**src/design/doubly_linked_list_engine_unit_macros.svh**
```systemverilog
// Assertion helpers for the RTL files.
`ifndef DOUBLY_LINKED_LIST_ENGINE_UNIT_MACROS_SVH
`define DOUBLY_LINKED_LIST_ENGINE_UNIT_MACROS_SVH

// expr must hold at every clock edge outside reset
`define DLLE_ASSERT_ALWAYS(label, clk, rst, expr, msg) \
   label: assert property (@(posedge clk) disable iff (rst) (expr)) else $error(msg);

// cons must hold in the cycle after ante
`define DLLE_ASSERT_NEXT(label, clk, rst, ante, cons, msg) \
   label: assert property (@(posedge clk) disable iff (rst) (ante) |=> (cons)) else $error(msg);

`endif

```
**src/design/dlle_pkg.sv**
```systemverilog
`default_nettype none

package dlle_pkg;

   localparam int CAPACITY_DEF = 32;
   localparam int VALUE_W      = 32;

   typedef enum logic [1:0] {
      OP_INS_FRONT = 2'd0,
      OP_INS_BACK  = 2'd1,
      OP_DELETE    = 2'd2,
      OP_READ_ALL  = 2'd3
   } op_type;

   typedef enum logic [1:0] {
      STATUS_OK        = 2'd0,
      STATUS_FULL      = 2'd1,
      STATUS_EMPTY     = 2'd2,
      STATUS_NOT_FOUND = 2'd3
   } status_type;

   typedef enum logic [2:0] {
      ST_IDLE,
      ST_INS_NODE,
      ST_INS_LINK,
      ST_DEL_WALK,
      ST_RO_WALK,
      ST_RESP
   } state_type;

endpackage

`default_nettype wire

```
**src/design/dlle_ram.sv**
```systemverilog
`default_nettype none

module dlle_ram #(
   parameter int WIDTH = dlle_pkg::VALUE_W,
   parameter int DEPTH = dlle_pkg::CAPACITY_DEF
) (
   input  logic                     clock,
   input  logic                     wr_en,
   input  logic [$clog2(DEPTH)-1:0] wr_addr,
   input  logic [WIDTH-1:0]         wr_data,
   input  logic                     rd_en,
   input  logic [$clog2(DEPTH)-1:0] rd_addr,
   output logic [WIDTH-1:0]         rd_data
);

   logic [WIDTH-1:0] mem [DEPTH];
   logic [WIDTH-1:0] rd_data_ff;

   always_ff @(posedge clock) begin
      if (wr_en) begin
         mem[wr_addr] <= wr_data;
      end
      // read data holds while rd_en is low
      if (rd_en) begin
         rd_data_ff <= mem[rd_addr];
      end
   end

   assign rd_data = rd_data_ff;

endmodule

`default_nettype wire

```
**src/design/doubly_linked_list_engine_unit.sv**
```systemverilog
// Doubly linked list engine.
// Request channel (req_valid / req_stall): req_operation selects insert at front,
// insert at back, delete first match or read out all; req_item_value is the value.
// Response channel (rsp_valid / rsp_stall): rsp_status, rsp_out_value, rsp_last.
// Every request gives one response, except a read out of a non-empty list, which
// gives one response per node from head to tail with rsp_last on the final one.
// Requests are taken one at a time; req_stall is high while one is in progress.
// Insert writes the new node, then links it to the old end node; the first
// node needs no link step, and a full list goes straight to the response, as
// does an empty list for delete or read out. Delete walks from the head.
// The walks are paced by the node store: one synchronous read per linked node.
// While rsp_stall is high the output register holds and the read out walk pauses; the
// next request is taken while the last response still waits in the register.
// Synchronous reset empties the list and marks every node free; no memory clearing is
// needed, since links only reach entries that were written.
`default_nettype none

`include "doubly_linked_list_engine_unit_macros.svh"

module doubly_linked_list_engine_unit #(
   parameter int CAPACITY = dlle_pkg::CAPACITY_DEF
) (
   input  logic                                 clock,
   input  logic                                 reset,
   input  logic                                 req_valid,
   output logic                                 req_stall,
   input  logic [1:0]                           req_operation,
   input  logic signed [dlle_pkg::VALUE_W-1:0]  req_item_value,
   output logic                                 rsp_valid,
   input  logic                                 rsp_stall,
   output logic [1:0]                           rsp_status,
   output logic signed [dlle_pkg::VALUE_W-1:0]  rsp_out_value,
   output logic                                 rsp_last
);

   localparam int IW = $clog2(CAPACITY + 1);
   localparam int AW = $clog2(CAPACITY);
   localparam int VW = dlle_pkg::VALUE_W;
   localparam logic [IW-1:0] NONE_IX   = IW'(CAPACITY);
   localparam logic [IW-1:0] LAST_STEP = IW'(CAPACITY - 1);

   dlle_pkg::state_type  state_ff, state_in;
   dlle_pkg::op_type     op_ff, op_in;
   dlle_pkg::status_type status_ff, status_in;
   logic signed [VW-1:0] val_ff, val_in;
   logic [IW-1:0]        n_ff, n_in;
   logic [IW-1:0]        cur_ff, cur_in;
   logic [IW-1:0]        steps_ff, steps_in;
   logic [IW-1:0]        head_ff, head_in;
   logic [IW-1:0]        tail_ff, tail_in;
   logic [IW-1:0]        count_ff, count_in;
   logic [CAPACITY-1:0]  free_ff, free_in;

   logic                 rsp_valid_ff, rsp_valid_in;
   dlle_pkg::status_type rsp_status_ff, rsp_status_in;
   logic signed [VW-1:0] rsp_value_ff, rsp_value_in;
   logic                 rsp_last_ff, rsp_last_in;

   logic [IW-1:0] free_ix;
   logic          list_empty, list_full, out_free, match, walk_end;

   logic          rd_en;
   logic [AW-1:0] rd_addr;
   logic [VW-1:0] val_rd;
   logic [IW-1:0] next_rd, prev_rd;
   logic          val_we, next_we, prev_we;
   logic [AW-1:0] val_wa, next_wa, prev_wa;
   logic [IW-1:0] next_wd, prev_wd;

   // lowest-numbered free node
   always_comb begin
      free_ix = NONE_IX;
      for (int i = CAPACITY - 1; i >= 0; i--) begin
         if (free_ff[i]) begin
            free_ix = IW'(i);
         end
      end
   end

   assign list_empty = (head_ff >= NONE_IX);
   assign list_full  = (free_ff == '0);
   assign out_free   = !rsp_valid_ff || !rsp_stall;
   assign match      = (val_rd == val_ff);
   assign walk_end   = (next_rd >= NONE_IX) || (steps_ff == LAST_STEP);

   always_comb begin
      state_in      = state_ff;
      op_in         = op_ff;
      status_in     = status_ff;
      val_in        = val_ff;
      n_in          = n_ff;
      cur_in        = cur_ff;
      steps_in      = steps_ff;
      head_in       = head_ff;
      tail_in       = tail_ff;
      count_in      = count_ff;
      free_in       = free_ff;
      rsp_valid_in  = rsp_valid_ff && rsp_stall;
      rsp_status_in = rsp_status_ff;
      rsp_value_in  = rsp_value_ff;
      rsp_last_in   = rsp_last_ff;
      rd_en         = 1'b0;
      rd_addr       = head_ff[AW-1:0];
      val_we        = 1'b0;
      next_we       = 1'b0;
      prev_we       = 1'b0;
      val_wa        = n_ff[AW-1:0];
      next_wa       = n_ff[AW-1:0];
      prev_wa       = n_ff[AW-1:0];
      next_wd       = NONE_IX;
      prev_wd       = NONE_IX;

      case (state_ff)
         dlle_pkg::ST_IDLE: begin
            if (req_valid) begin
               op_in    = dlle_pkg::op_type'(req_operation);
               val_in   = req_item_value;
               n_in     = free_ix;
               cur_in   = head_ff;
               steps_in = '0;
               case (dlle_pkg::op_type'(req_operation))
                  dlle_pkg::OP_INS_FRONT, dlle_pkg::OP_INS_BACK: begin
                     if (list_full) begin
                        status_in = dlle_pkg::STATUS_FULL;
                        state_in  = dlle_pkg::ST_RESP;
                     end else begin
                        state_in = dlle_pkg::ST_INS_NODE;
                     end
                  end
                  dlle_pkg::OP_DELETE: begin
                     if (list_empty) begin
                        status_in = dlle_pkg::STATUS_EMPTY;
                        state_in  = dlle_pkg::ST_RESP;
                     end else begin
                        rd_en    = 1'b1;
                        state_in = dlle_pkg::ST_DEL_WALK;
                     end
                  end
                  dlle_pkg::OP_READ_ALL: begin
                     val_in = '0;
                     if (list_empty) begin
                        status_in = dlle_pkg::STATUS_EMPTY;
                        state_in  = dlle_pkg::ST_RESP;
                     end else begin
                        rd_en    = 1'b1;
                        state_in = dlle_pkg::ST_RO_WALK;
                     end
                  end
                  default: begin
                     state_in = dlle_pkg::ST_IDLE;
                  end
               endcase
            end
         end

         dlle_pkg::ST_INS_NODE: begin
            val_we  = 1'b1;
            next_we = 1'b1;
            prev_we = 1'b1;
            next_wd = (list_empty || op_ff == dlle_pkg::OP_INS_BACK) ? NONE_IX : head_ff;
            prev_wd = (list_empty || op_ff == dlle_pkg::OP_INS_FRONT) ? NONE_IX : tail_ff;
            free_in[n_ff[AW-1:0]] = 1'b0;
            count_in  = count_ff + 1'b1;
            status_in = dlle_pkg::STATUS_OK;
            if (list_empty) begin
               head_in  = n_ff;
               tail_in  = n_ff;
               state_in = dlle_pkg::ST_RESP;
            end else begin
               state_in = dlle_pkg::ST_INS_LINK;
            end
         end

         // second link write of a non-empty insert goes to the old end node
         dlle_pkg::ST_INS_LINK: begin
            if (op_ff == dlle_pkg::OP_INS_FRONT) begin
               prev_we = 1'b1;
               prev_wa = head_ff[AW-1:0];
               prev_wd = n_ff;
               head_in = n_ff;
            end else begin
               next_we = 1'b1;
               next_wa = tail_ff[AW-1:0];
               next_wd = n_ff;
               tail_in = n_ff;
            end
            state_in = dlle_pkg::ST_RESP;
         end

         // RAM outputs hold node cur_ff
         dlle_pkg::ST_DEL_WALK: begin
            if (match) begin
               if (prev_rd < NONE_IX) begin
                  next_we = 1'b1;
                  next_wa = prev_rd[AW-1:0];
                  next_wd = next_rd;
               end else begin
                  head_in = next_rd;
               end
               if (next_rd < NONE_IX) begin
                  prev_we = 1'b1;
                  prev_wa = next_rd[AW-1:0];
                  prev_wd = prev_rd;
               end else begin
                  tail_in = prev_rd;
               end
               free_in[cur_ff[AW-1:0]] = 1'b1;
               if (count_ff != '0) begin
                  count_in = count_ff - 1'b1;
               end
               status_in = dlle_pkg::STATUS_OK;
               state_in  = dlle_pkg::ST_RESP;
            end else if (walk_end) begin
               status_in = dlle_pkg::STATUS_NOT_FOUND;
               state_in  = dlle_pkg::ST_RESP;
            end else begin
               rd_en    = 1'b1;
               rd_addr  = next_rd[AW-1:0];
               cur_in   = next_rd;
               steps_in = steps_ff + 1'b1;
            end
         end

         dlle_pkg::ST_RO_WALK: begin
            if (out_free) begin
               rsp_valid_in  = 1'b1;
               rsp_status_in = dlle_pkg::STATUS_OK;
               rsp_value_in  = val_rd;
               rsp_last_in   = walk_end;
               if (walk_end) begin
                  state_in = dlle_pkg::ST_IDLE;
               end else begin
                  rd_en    = 1'b1;
                  rd_addr  = next_rd[AW-1:0];
                  cur_in   = next_rd;
                  steps_in = steps_ff + 1'b1;
               end
            end
         end

         dlle_pkg::ST_RESP: begin
            if (out_free) begin
               rsp_valid_in  = 1'b1;
               rsp_status_in = status_ff;
               rsp_value_in  = val_ff;
               rsp_last_in   = 1'b1;
               state_in      = dlle_pkg::ST_IDLE;
            end
         end

         default: begin
            state_in = dlle_pkg::ST_IDLE;
         end
      endcase
   end

   always_ff @(posedge clock) begin
      if (reset) begin
         state_ff     <= dlle_pkg::ST_IDLE;
         head_ff      <= NONE_IX;
         tail_ff      <= NONE_IX;
         free_ff      <= '1;
         count_ff     <= '0;
         rsp_valid_ff <= 1'b0;
      end else begin
         state_ff     <= state_in;
         head_ff      <= head_in;
         tail_ff      <= tail_in;
         free_ff      <= free_in;
         count_ff     <= count_in;
         rsp_valid_ff <= rsp_valid_in;
      end
      op_ff         <= op_in;
      status_ff     <= status_in;
      val_ff        <= val_in;
      n_ff          <= n_in;
      cur_ff        <= cur_in;
      steps_ff      <= steps_in;
      rsp_status_ff <= rsp_status_in;
      rsp_value_ff  <= rsp_value_in;
      rsp_last_ff   <= rsp_last_in;
   end

   dlle_ram #(.WIDTH(VW), .DEPTH(CAPACITY)) u_value_ram (
      .clock   (clock),
      .wr_en   (val_we),
      .wr_addr (val_wa),
      .wr_data (val_ff),
      .rd_en   (rd_en),
      .rd_addr (rd_addr),
      .rd_data (val_rd)
   );

   dlle_ram #(.WIDTH(IW), .DEPTH(CAPACITY)) u_next_ram (
      .clock   (clock),
      .wr_en   (next_we),
      .wr_addr (next_wa),
      .wr_data (next_wd),
      .rd_en   (rd_en),
      .rd_addr (rd_addr),
      .rd_data (next_rd)
   );

   dlle_ram #(.WIDTH(IW), .DEPTH(CAPACITY)) u_prev_ram (
      .clock   (clock),
      .wr_en   (prev_we),
      .wr_addr (prev_wa),
      .wr_data (prev_wd),
      .rd_en   (rd_en),
      .rd_addr (rd_addr),
      .rd_data (prev_rd)
   );

   assign req_stall     = (state_ff != dlle_pkg::ST_IDLE);
   assign rsp_valid     = rsp_valid_ff;
   assign rsp_status    = rsp_status_ff;
   assign rsp_out_value = rsp_value_ff;
   assign rsp_last      = rsp_last_ff;

   `DLLE_ASSERT_ALWAYS(a_count_vs_empty, clock, reset, (count_ff == '0) == (head_ff == NONE_IX), "entry count disagrees with head pointer")
   `DLLE_ASSERT_ALWAYS(a_head_tail_none, clock, reset, (head_ff == NONE_IX) == (tail_ff == NONE_IX), "head and tail disagree on empty list")
   `DLLE_ASSERT_ALWAYS(a_free_count, clock, reset, ($countones(free_ff) + count_ff) == CAPACITY, "free map and entry count out of step")
   `DLLE_ASSERT_ALWAYS(a_no_rd_wr_overlap, clock, reset, !(rd_en && (val_we || next_we || prev_we)), "node store read and write in the same cycle")
   `DLLE_ASSERT_NEXT(a_insert_takes_node, clock, reset, state_ff == dlle_pkg::ST_INS_NODE, ($countones(free_ff) + 1) == $countones($past(free_ff)), "insert did not take exactly one free node")

endmodule

`default_nettype wire
```
**config.mk**
```make
export PLATFORM = sky130hd
export DESIGN_NAME = doubly_linked_list_engine_unit
export DESIGN_NICKNAME = d
export VERILOG_FILES = /design/src/design/dlle_pkg.sv /design/src/design/dlle_ram.sv /design/src/design/doubly_linked_list_engine_unit.sv
export VERILOG_INCLUDE_DIRS = /design/src /design/src/design
export SDC_FILE = /design/constraint.sdc
export NUM_CORES = 2
export LEC_CHECK = 0
export ABC_CLOCK_PERIOD_IN_PS = 5800
export BUFFER_PORTS_ARGS = -buffer_cell sky130_fd_sc_hd__buf_2
export CAP_MARGIN = 10
export CORE_UTILIZATION = 45
export CTS_BUF_LIST = sky130_fd_sc_hd__clkbuf_4
export DETAILED_ROUTE_END_ITERATION = 10
export PLACE_DENSITY_LB_ADDON = 0.1
export SETUP_SLACK_MARGIN = 0.5
export SKIP_CTS_REPAIR_TIMING = 1
export SYNTH_ARGS = -nofsm -noshare
export SYNTH_HDL_FRONTEND = slang
export SYNTH_SLANG_ARGS = --single-unit
export TNS_END_PERCENT = 5
```
**constraint.sdc**
```tcl
create_clock -name clock -period 5.8 [get_ports clock]
set_clock_uncertainty 0.1 [all_clocks]
set_input_delay 0.29 -clock clock [delete_from_list [all_inputs] [get_ports clock]]
set_output_delay 0.29 -clock clock [all_outputs]
set_load 0.1 [all_outputs]
```
## Yosys cells after proc, flatten, opt, wreduce, memory -nomap -nowiden

Memory sizes are Yosys's and may differ from the RTL's. A register that Yosys moved wholly into a read port is not among the register bits.
Index checks and enable logic that the tools add are counted.

- Register bits: 137
- Bits in latches: 0
- Bits in writable memories: 1408
- Memory bits (read-only): 0
- Input port bits: 38
- Output and inout port bits: 37
- Word-level logic and storage cells: 224
- Memories kept: 3

Memories:

| name | words | width | rd ports | clocked after memory_dff | wr ports | RTL line | RTL |
|---|---|---|---|---|---|---|---|
| u_value_ram.mem | 32 | 32 | 1 | 1 | 1 | dlle_ram.sv:16 | `logic [WIDTH-1:0] mem [DEPTH];` |
| u_next_ram.mem | 32 | 6 | 1 | 1 | 1 | dlle_ram.sv:16 |  |
| u_prev_ram.mem | 32 | 6 | 1 | 1 | 1 | dlle_ram.sv:16 |  |

- Add/sub/neg operators: 1
- Multipliers: 0
- Div/mod/pow operators: 0
- Order comparisons: 8
- Equal/unequal tests: 25
- Shift operators: 0
- Mux-type cells: 130
- Bitwise gates (word level): 3
- Reduce and logical (&&, ||, !) cells: 35

Operators with widths:

| cell | count |
|---|---|
| $mux W6 | 24 |
| $pmux W32 S2 | 2 |
| $mux W5 | 24 |
| $pmux W6 S3 | 6 |
| $mux W32 | 3 |
| $mux W3 | 13 |
| $and A32 B32 Y32 | 1 |
| $eq A32 B32 Y1 | 1 |
| $logic_not A32 Y1 | 1 |
| $mux W4 | 8 |
| $not A32 Y32 | 1 |
| $or A32 B32 Y32 | 1 |
| $reduce_or A31 Y1 | 1 |
| $pmux W5 S2 | 3 |
| $mux W1 | 27 |
| $ne A2 B2 Y1 const B | 11 |
| $reduce_and A5 Y1 | 4 |
| $mux W2 | 9 |
| $pmux W3 S6 | 1 |
| $reduce_or A16 Y1 | 1 |
| $ge A6 B6 Y1 const B | 2 |
| $lt A5 B6 Y1 const B | 2 |
| $lt A6 B6 Y1 const B | 2 |
| $reduce_bool A3 Y1 | 4 |
| other kinds (27) | 50 |

## Logic depth before layout (Yosys ltp)

- Word-level depth: 31
- Mapped depth: 14
- Mapped depth without buffers: 11

## Cells and area by module

From an unflattened synthesis, not the netlist that was laid out.

- Cell total of the unflattened synthesis: 3637
- Area, all modules: 63540.9 um^2

By module, submodules not included:

| module | times used | cells an instance | area an instance (um^2) | seq. area each (um^2) |
|---|---|---|---|---|
| dlle_ram at u_value_ram | 1 | 2260 | 40805.4 | 31710.4 |
| dlle_ram at u_next_ram ... | 2 | 323 | 7649.8 | 5945.7 |
| doubly_linked_list_engine_unit | 1 | 731 | 7435.9 | 3603.5 |

## Worst setup path before layout

No wires, ideal clock.

- Kind: reg2reg
- Start point: register val_ff[5]
- End point: memory u_next_ram.mem[0][0] (netlist bit) (data pin)
- Library setup time: 0.454 ns
- Arrival: 3.495 ns
- Data required time: 5.246 ns
- Setup slack: 1.751 ns
- Stages on the path, launching flop included: 7
- Buffers on the path: 0
- Clock period less this slack: 4.049 ns
- Path through: edfxtp_1 > xor2_1 > nor4_2 > nand4_2 > nor3_1 > nand2_1 > o21ai_0

- Cells in the longest elaborated chain, start to end: 3

RTL lines:

| item | RTL line | RTL |
|---|---|---|
| start, declared | doubly_linked_list_engine_unit.sv:45 | `logic signed [VW-1:0] val_ff, val_in;` |
| start signal, assigned | doubly_linked_list_engine_unit.sv:275 | `val_ff <= val_in;` |
| $eq A32 B32 Y1 | doubly_linked_list_engine_unit.sv:83 | `assign match = (val_rd == val_ff);` |
| $mux W6 | doubly_linked_list_engine_unit.sv:192 | `if (match) begin` |
| $pmux W6 S3 | doubly_linked_list_engine_unit.sv:113 | `case (state_ff)` |
| via next_wd[0] | doubly_linked_list_engine_unit.sv:68 | `logic [IW-1:0] next_wd, prev_wd;` |
| end, declared | dlle_ram.sv:16 |  |

The timed path passes the listed nets, and every way through them passes these cells.

## Worst setup path after layout

- Start point: register val_ff[24]
- End point: register u_value_ram.rd_data_ff[18] (netlist: u_value_ram.rd_data[18]), read port of u_value_ram.mem (data pin)

- Cells in the longest elaborated chain, start to end: 3
- Elaborated cells between the ends (all ways): 5
- Classes of those cells: eq/ne: 1; mux: 4

RTL lines:

| item | RTL line | RTL |
|---|---|---|
| $eq A32 B32 Y1 (*) | doubly_linked_list_engine_unit.sv:83 |  |
| $mux W1 / $mux W5 (equally long branches) | doubly_linked_list_engine_unit.sv:192 |  |
| $pmux W1 S3 / $pmux W5 S2 (equally long branches) | doubly_linked_list_engine_unit.sv:113 |  |
| end, declared | dlle_ram.sv:17 | `logic [WIDTH-1:0] rd_data_ff;` |

Every way passes the cells marked *; elsewhere a longest branch is shown, timed or not.
A chain may end at the register's enable or synchronous reset.

==> impl_metrics.json <==
{
  "status": "completed",
  "yosys-top-cells-area": "edfxtp_1 73%, nand2_1 6.8%, nand3_1 2.8%",
  "drt-total-wl_microns": 200000,
  "first_global_vias": 39485,
  "p_per_area_nw_per_um2": 467,
  "grt_pass1_wl_microns": 281000,
  "total_leakage_power_nw": 24.9,
  "finalHoldViolCount": 0,
  "worstReg2RegEnd": "u_value_ram.rd_data[18]$_DFFE_PP_",
  "drtIter0Drc": 4771,
  "stdcell_count": 7210,
  "placedCellCount": 6415,
  "required_ps": 6850,
  "synth_top_area_share_pct": 73.1,
  "critPathCapture": "u_value_ram.rd_data[18]$_DFFE_PP_",
  "crit_path_start_kind": "register",
  "synth_cell_type_count": 73,
  "worstSetupPathType": "register to register",
  "die_w_microns": 377,
  "yosysWarnings": 0,
  "worst_pin_slew_ps": 1190,
  "arrival_ps": 6110,
  "setup_viol": 0,
  "cts_buffers": 422,
  "drive_above_1_share_pct": 18.5,
  "die_y_microns": 377,
  "intPower_w": 0.0217,
  "ys_seq_area_share_pct": 74.6,
  "drv_cap": 0,
  "reg2regPathDepth": 12,
  "ir_drop_mv": 0.311,
  "comb_power_share_pct": 29.3,
  "syn-cell-area_sq_um": 63300,
  "crit_chain": "buf_4, xor2_1, nor4_2, nand4_2, o21ai_4, a21oi_4, mux2i_4, nor2_4, a32o_1, o41ai_1, buf_4, and4bb_1",
  "rows": 137,
  "setup-tns-final_ps": 0,
  "hold_path.startpoint": "req_valid",
  "slowest_delay_ps": 680,
  "p_sw_w": 0.0122,
  "layout.nets": 5103,
  "via_per_inst": 5.76,
  "cts_num_sinks": 1588,
  "crit_buf_inv": 2,
  "avgRoutedWirePerCell_microns": 27.7,
  "drc": 0,
  "ys_ff_latch": 1588,
  "syn_nets": 4620,
  "crit_slowest_cell": "nor4_2",
  "async_reset_ff_share_pct": 0,
  "worstSkewPairLatency_ps": 1340,
  "boundaryPins": 75,
  "start_util_pct": 45.3,
  "dieArea_sq_um": 142000,
  "root_buffer": "clkbuf_4",
  "worst_path_most_repeated_cell": "buf_4",
  "max_freq_mhz": 197,
  "fin_crit_ps": 5070,
  "rsz0062_at_grt": "false",
  "relSlewSlack_pct": 20.5,
  "synth_enable_flop_cells": 1540,
  "crit_family": "simple AND/OR/NAND/NOR gates",
  "min_path_type": "input pin to register",
  "worst_slack_ps": 732,
  "grt_start_max_net_pins": 136,
  "tritoncts": "built",
  "antenna_found_initial": 11,
  "ant_nets": 0,
  "r2r_setup_slack_ps": 730,
  "avgSynthCellArea_sq_um": 13.8,
  "clock_path_buffers": 4,
  "drt_pass1_iterations": 6,
  "yosysMostFrequentCell": "edfxtp_1",
  "cp-end-kind": "register",
  "multi_input_area_sq_um": 14900,
  "holdPathStages": 4,
  "clk_pin_slew_worst_paths_ps": 60,
  "post-place-ws_ps": 650,
  "gp_congestion": 0.856,
  "crit_start": "val_ff[24]$_SDFFCE_PP0P_",
  "core_area_sq_um": 140000,
  "critPathMaxFanout": 34,
  "post-route-period-util_pct": 87.4,
  "vias": 41556,
  "nFillCells": 12115,
  "track_usage_pct": 27.8,
  "cts_max_level": 5,
  "ys_top_cells_by_count": "1540 x edfxtp_1, 1154 x nand2_1, 359 x nand3_1",
  "reg2reg_from": "val_ff[24]$_SDFFCE_PP0P_",
  "syn_to_final_growth_pct": 14.6,
  "cp.depth": 12,
  "p_clk_share_pct": 27.9,
  "regArea_sq_um": 47200,
  "seqPwrFrac_pct": 42.8,
  "synth_area_leader_cell": "edfxtp_1",
  "numPortBuffers": 74,
  "synthCells": 4581,
  "p_sw_share_pct": 35.9,
  "finalMaxSlewViolations": 0,
  "grt_overflow": 0,
  "dp_hpwl_microns": 113000,
  "synth_ff_type": "edfxtp_1"
}
[cell type report]
cell class              count  share of cell area (%)
diodes                      7                  0.0241
clock buffers             613                    6.34
clock inverters            74                   0.574
repair buffers            331                    3.94
flip-flops and latches   1588                    65.1
multi-input cells        2667                    20.5
inverters                  54                   0.283
well taps                1876                    3.24
[sequential cells by signal, summed over array words and instances, names as in the netlist, 32 cells and up]
name                 cells
u_value_ram.mem       1024
free_ff                 32
val_ff                  32
rsp_out_value           32
u_next_ram.mem         192
u_prev_ram.mem         192
u_value_ram.rd_data     32
[worst reg2reg max path, stage by stage, from the launching register on]
cell	delay (ps)
edfxtp_1	350
buf_4	250
xor2_1	220
nor4_2	680
nand4_2	360
o21ai_4	330
a21oi_4	220
mux2i_4	620
nor2_4	370
a32o_1	410
o41ai_1	590
buf_4	210
and4bb_1	180
[metal layers]
metal | up-vias | global-route usage (%) | routed length (microns)
met3 | 277 | 6.55 | 17900
li1 | 18414 | - | -
met5 | - | 0 | 8
met2 | 1899 | 42.4 | 92100
met4 | 2 | 9.17 | 4610
met1 | 20964 | 39.2 | 85300
[logic make-up (layout without fill, tap and decap cells)]
| logic type | count (synthesis) | in the layout | share of synthesized area [%] |
|---|---|---|---|
| buffers and inverters | 327 | 1072 | 2.27 |
| and+or+nand+nor | 1953 | 1954 | 13.7 |
| adders and majority gates | 1 | 1 | 0.0198 |
| AOI/OAI and AO/OA | 527 | 527 | 6.40 |
| xor gates and xnor gates | 36 | 36 | 0.498 |
| DFF | 1588 | 1588 | 74.6 |
| muxes | 149 | 149 | 2.50 |
| other | 0 | 7 | 0 |
[power groups by stage]
stage	sequential [W]	clock, W	combinational (W)
3_3_place_gp	0.0147	0	0.00972
6_report	0.0145	0.00946	0.00991
2_1_floorplan	0.0153	0	0.00530
5_1_grt	0.0145	0.0102	0.0106
4_1_cts	0.0145	0.00966	0.00981
3_5_place_dp	0.0147	0	0.00978
[layout by cell type (no fill, tap or decap), types with 10 or more instances in the layout]
cell type | netlist | final
dlygate4sd3_1 | 0 | 98
o41ai_1 | 41 | 41
buf_12 | 0 | 25
and4bb_1 | 40 | 40
a41o_1 | 42 | 40
a32o_1 | 41 | 41
clkinv_1 | 0 | 60
inv_1 | 54 | 22
buf_4 | 14 | 134
and3_1 | 47 | 46
nand2b_1 | 11 | 11
edfxtp_1 | 1540 | 1540
o22ai_1 | 42 | 42
nor2_1 | 211 | 210
inv_2 | 0 | 33
a32oi_1 | 57 | 57
a21oi_1 | 88 | 87
a221o_1 | 32 | 32
nor4_1 | 10 | 10
mux2_2 | 34 | 34
xor2_1 | 35 | 35
mux2i_1 | 110 | 110
and2_1 | 38 | 37
dfxtp_1 | 48 | 48
buf_2 | 63 | 74
o2111ai_1 | 41 | 41
clkbuf_4 | 0 | 613
nand2_1 | 1154 | 1152
nand4_1 | 11 | 11
a31oi_1 | 57 | 55
o21ai_0 | 33 | 22
a22oi_1 | 13 | 13
nand3_1 | 359 | 357
nor3_1 | 27 | 27
[worst min path at each step]
| stage | to |
|---|---|
| floorplan | op_ff[0]$_DFFE_PP_ |
| global placement | tail_ff[5]$_SDFFE_PP1P_ |
| detailed placement | tail_ff[5]$_SDFFE_PP1P_ |
| CTS | val_ff[7]$_SDFFCE_PP0P_ |
| global route | status_ff[0]$_DFFE_PP_ |
| finish | status_ff[1]$_DFFE_PP_ |
[through the flow]
step	hold WS, ps	util, %	instance area (sq um)	power [W]
4_1_cts	-1000	51.3	71500	0.0339
5_1_grt	36.3	52.0	72500	0.0353
3_3_place_gp	348	47.7	66500	0.0244
2_1_floorplan	289	-	63300	0.0206
6_report	106	52.0	72500	0.0339
3_5_place_dp	354	47.7	66500	0.0245
No activity file was read; power rests on OpenSTA's default activity.
